--- src/hw/rtl/line_segment_clipper_unit_defines.svh ---
// assertion macros for the line segment clipper
`ifndef LINE_SEGMENT_CLIPPER_UNIT_DEFINES_SVH
`define LINE_SEGMENT_CLIPPER_UNIT_DEFINES_SVH

// clocked check, quiet during reset
`define LSC_ASSERT(lbl, prop, msg) \
  lbl: assert property (@(posedge clk) disable iff (!rst_n) prop) else $error(msg);

// implication in the same cycle
`define LSC_ASSERT_IMP(lbl, ante, cons, msg) \
  `LSC_ASSERT(lbl, (ante) |-> (cons), msg)

`endif

--- src/hw/rtl/lsc_pkg.sv ---
`timescale 1ns / 1ps
package lsc_pkg;

  localparam int COORD_BITS = 16;
  localparam int FRAC_BITS  = 24;
  localparam int DIFF_BITS  = COORD_BITS + 1;
  localparam int MAG_BITS   = COORD_BITS;
  localparam int REM_BITS   = MAG_BITS + 1;
  localparam int Q_BITS     = FRAC_BITS + 1;
  localparam int U_BITS     = FRAC_BITS + 2;
  localparam int QB_PER_ST  = 5;
  localparam int DIV_STAGES = (Q_BITS + QB_PER_ST - 1) / QB_PER_ST;
  localparam int PROD_BITS  = MAG_BITS + Q_BITS;
  localparam int SUM_BITS   = DIFF_BITS + 1;
  localparam int LANES      = 4;

  localparam int CFG_IDX_BITS = 2;
  localparam logic [CFG_IDX_BITS-1:0] CFG_A_X = 2'd0;
  localparam logic [CFG_IDX_BITS-1:0] CFG_A_Y = 2'd1;
  localparam logic [CFG_IDX_BITS-1:0] CFG_B_X = 2'd2;
  localparam logic [CFG_IDX_BITS-1:0] CFG_B_Y = 2'd3;

  typedef logic signed [COORD_BITS-1:0] coord_t;
  typedef logic signed [DIFF_BITS-1:0]  diff_t;
  typedef logic [MAG_BITS-1:0]          mag_t;
  typedef logic [REM_BITS-1:0]          rem_t;
  typedef logic [Q_BITS-1:0]            quo_t;
  typedef logic [U_BITS-1:0]            u_t;

  localparam u_t U_ONE = u_t'(1) << FRAC_BITS;
  localparam u_t U_TWO = u_t'(1) << (FRAC_BITS + 1);

  typedef struct packed {
    logic sat;
    logic neg;
  } rflag_t;

  typedef struct packed {
    logic zero;
    logic zrej;
    logic enter;
  } lane_ctl_t;

  typedef struct packed {
    coord_t                 x1;
    coord_t                 y1;
    diff_t                  dx;
    diff_t                  dy;
    lane_ctl_t [LANES-1:0]  ctl;
  } side_t;

endpackage

--- src/hw/rtl/lsc_lerp.sv ---
`timescale 1ns / 1ps
module lsc_lerp
  import lsc_pkg::*;
(
  input  logic   clk,
  input  coord_t s,
  input  diff_t  d,
  input  quo_t   u,
  output coord_t res
);

  logic [PROD_BITS-1:0] prod_r;
  coord_t               s_r;
  logic                 dneg_r;
  coord_t               res_r;

  diff_t                dabs;
  logic [PROD_BITS-1:0] prod_nxt;
  logic [DIFF_BITS-1:0] m;
  logic                 frac;
  logic signed [SUM_BITS-1:0] base;
  logic signed [SUM_BITS-1:0] res_nxt;

  assign dabs     = d[DIFF_BITS-1] ? -d : d;
  assign prod_nxt = PROD_BITS'(dabs[MAG_BITS-1:0]) * PROD_BITS'(u);

  always_ff @(posedge clk) begin
    prod_r <= prod_nxt;
    s_r    <= s;
    dneg_r <= d[DIFF_BITS-1];
  end

  assign m    = DIFF_BITS'(prod_r[PROD_BITS-1:FRAC_BITS]);
  assign frac = |prod_r[FRAC_BITS-1:0];

  always_comb begin
    if (!dneg_r) begin
      base = SUM_BITS'(s_r) + $signed({1'b0, m});
      res_nxt = (base < 0 && frac) ? base + SUM_BITS'(1) : base;
    end else begin
      base = SUM_BITS'(s_r) - $signed({1'b0, m});
      res_nxt = (frac && base >= SUM_BITS'(1)) ? base - SUM_BITS'(1) : base;
    end
  end

  always_ff @(posedge clk) begin
    res_r <= res_nxt[COORD_BITS-1:0];
  end

  assign res = res_r;

endmodule

--- config.mk ---
export PLATFORM = sky130hd
export DESIGN_NAME = lsc_lerp
export DESIGN_NICKNAME = d
export VERILOG_FILES = /design/src/hw/rtl/line_segment_clipper_unit_defines.svh /design/src/hw/rtl/lsc_pkg.sv /design/src/hw/rtl/lsc_lerp.sv
export SDC_FILE = /design/constraint.sdc
export NUM_CORES = 1
export LEC_CHECK = 0
export ABC_AREA = 0
export BUFFER_PORTS_ARGS = -buffer_cell sky130_fd_sc_hd__buf_2
export CORE_MARGIN = 2
export CORE_UTILIZATION = 40
export CTS_BUF_LIST = sky130_fd_sc_hd__clkbuf_16
export DETAILED_ROUTE_END_ITERATION = 7
export PLACE_DENSITY = 0.53
export SLEW_MARGIN = 20
export SYNTH_ARGS = -nofsm -noshare
export SYNTH_HDL_FRONTEND = slang
export SYNTH_SLANG_ARGS = --single-unit
export TNS_END_PERCENT = 10
--- constraint.sdc ---
create_clock -name clk -period 27.4 [get_ports clk]
set_input_delay 5.48 -clock clk [delete_from_list [all_inputs] [get_ports clk]]
set_output_delay 5.48 -clock clk [all_outputs]
set_load 0.02 [all_outputs]
==> impl_metrics.ini <==
[outcome]
status = complete, no violations

[cts]
clock_latency_ns = 0.34
hold_buffers = 0
cts-root-buf = clkbuf_16
cts_resized = 0
post_cts.repair.setup_buffers = 0
numCtsBuffers = 9
cts_htree_levels = 3
clkTransAtPathRegs_ns = 0.06
clk_path_buf_depth = 2
tritoncts = done
clkSinkCount = 74

[worst_setup_path]
critPathTopFamily = adder cells
path_depth = 30
critPathSlowestCell = xnor2_2
worst_ep_required_time_ns = 27.67
cp-start-kind = primary input
startpoint = d[0]
path_buf_inv = 9
cp_max_fo = 26
timing.rr.end = res[12]$_DFF_P_
reg2regPathDepth = 12
crit_path_end = prod_r[40]$_DFF_P_
cp-end-kind = flop
timing.rr.start = prod_r[27]$_DFF_P_
reg2reg_slack_ns = 22.93
worst-setup-path-type = primary input to flop
cp.arrival_ns = 13.73
critical-path-max-stage-delay_ns = 0.81

[timing]
tns_ns = 0
worst-slew-pin-transition_ns = 1.15
finalSetupViolCount = 0
rsz0062_at_grt = false
min_period_ns = 13.46
max_freq_mhz = 74.3
slew_headroom = 0.236
slew_viol_final = 0
fin_crit_sh = 0.491
skew_ns = 0.00834
report.final.hold_viol_count = 0

[final_layout]
final_cell_mix = 472 x inv_1, 322 x fa_1, 285 x nand2_1, 173 x ha_1, 141 x and2_1
area_growth_pct = 7.74
layout.nets = 2686
final_common_cell = inv_1
fillers = 4370
final-seq-area_um2 = 1480
drive_above_1_share = 0.0679
multi_input_area_um2 = 14500

[synth]
synth_cell_types = 72
synth_fp_nets = 2666
synthArstFlopShare = 0
ys_seq_area_frac = 0.0825
synth_edf_count = 0
synth_warnings = 0
yosys_register_bits = 74
netlist_area_um2 = 18000
synth_ff_type = dfxtp_1
syn_inst = 2112
syn-mean-instance-area_um2 = 8.50

[routing]
wl_met2_um = 23100
wl_um = 48200
initialDrtViolationCount = 836
wl_met1_um = 22100
viasPerCell = 5.09
postRouteAntennaNets = 0
dr_wl_met3_um = 2120
wl_per_cell_um = 17.7
drc_errors = 0
top_layer = met5
dr.pass1.iters = 5
dr_total_vias = 13900

[place]
gp_congestion = 0.859
io_buffers = 74
hpwl_um = 38000

[global_routing]
grt_pass1_vias = 14900
antenna_found_initial = 4
grt_pass1_wl_um = 79500
track_usage = 0.217
grt_max_degree = 28
grt.overflow.total = 0

[floorplanning]
die_h_um = 216
fp.dieW_um = 216
std_cell_rows = 77
initial_utilization = 0.406
core-area_um2 = 44200
die-area_um2 = 46600
io_pins = 75

[run]
cap_violations = 0

[worst_hold_path]
hp-class = flop to flop
## sequential cells by signal, summed over array words and instances (netlist names)
name / cells
res: 16
prod_r: 41
dneg_r: 1
s_r: 16
## tightest hold or removal path, delay by kind of cell (launching register included)
kind	cells	cell delay [ns]
compound gates	1	0.14
buf+inv	1	0.21
flops	1	0.30
## metal layers
layer / global-route usage / up-vias
li1: - / 6522
met1: 0.294 / 6997
met2: 0.372 / 315
met3: 0.0237 / 54
met4: 0.0506 / 4
met5: 0 / -
## cell usage after synthesis (all sizes together), types with 5 or more instances
library cell | instances | area [um^2]
o211ai | 8 | 60.1
dfxtp | 74 | 1480
mux2i | 9 | 90.1
or2 | 13 | 81.3
fa | 322 | 6450
nand3 | 15 | 75.1
o31ai | 9 | 67.6
and2 | 141 | 882
o21a | 12 | 90.1
a211o | 5 | 43.8
buf | 9 | 61.3
nand2b | 10 | 62.6
ha | 173 | 2160
nor2 | 73 | 274
a21oi | 64 | 320
o21bai | 9 | 67.6
nand2 | 285 | 1070
xnor2 | 75 | 657
nand4 | 11 | 68.8
a21o | 40 | 300
nor4 | 11 | 83.8
inv | 472 | 1770
o21ai | 32 | 160
or4 | 9 | 75.1
or3 | 8 | 50.1
xor2 | 25 | 219
nor2b | 10 | 62.6
and3 | 12 | 75.1
nor3 | 27 | 140
a31oi | 8 | 50.1
clkbuf | 71 | 267
a211oi | 13 | 103
## how the worst min path moves through the flow
stage / to / depth (start not counted) / from / slack (ns)
2_1_floorplan: res[9]$_DFF_P_ / 2 / dneg_r$_DFF_P_ / 0.53
3_3_place_gp: res[1]$_DFF_P_ / 2 / dneg_r$_DFF_P_ / 0.68
3_5_place_dp: res[1]$_DFF_P_ / 2 / dneg_r$_DFF_P_ / 0.69
4_1_cts: res[1]$_DFF_P_ / 2 / dneg_r$_DFF_P_ / 0.70
5_1_grt: res[14]$_DFF_P_ / 2 / dneg_r$_DFF_P_ / 0.73
6_report: res[5]$_DFF_P_ / 2 / dneg_r$_DFF_P_ / 0.71
## final cells by class
cell class | instances | area share
antenna | 2 | 0.000259
clock buffer | 9 | 0.0116
clock inverter | 6 | 0.00479
timing repair buffer | 89 | 0.0260
multi-input combinational | 1486 | 0.751
sequential | 74 | 0.0766
inverter | 472 | 0.0916
tap | 592 | 0.0383
## metrics by stage
step           instance area, um^2  setup slack, ns  instances  hold slack, ns  utilization
2_1_floorplan                18000            14.79       2112           0.532            -
3_3_place_gp                 19000            13.77       2712           0.680        0.429
3_5_place_dp                 19000            13.58       2712           0.686        0.429
4_1_cts                      19300            13.91       2727           0.705        0.437
5_1_grt                      19300            13.41       2730           0.733        0.437
6_report                     19300            13.94       2730           0.706        0.437
## logic make-up after synthesis
logic type / share of synthesized area
compound gates: 0.0905
buf+inv: 0.117
fa+ha+maj: 0.480
simple gates: 0.175
xor+xnor: 0.0488
mux: 0.00690
flops: 0.0825
Power is not shown: default switching activity piles up to over one toggle a cycle in this logic, so the estimate is an artifact.
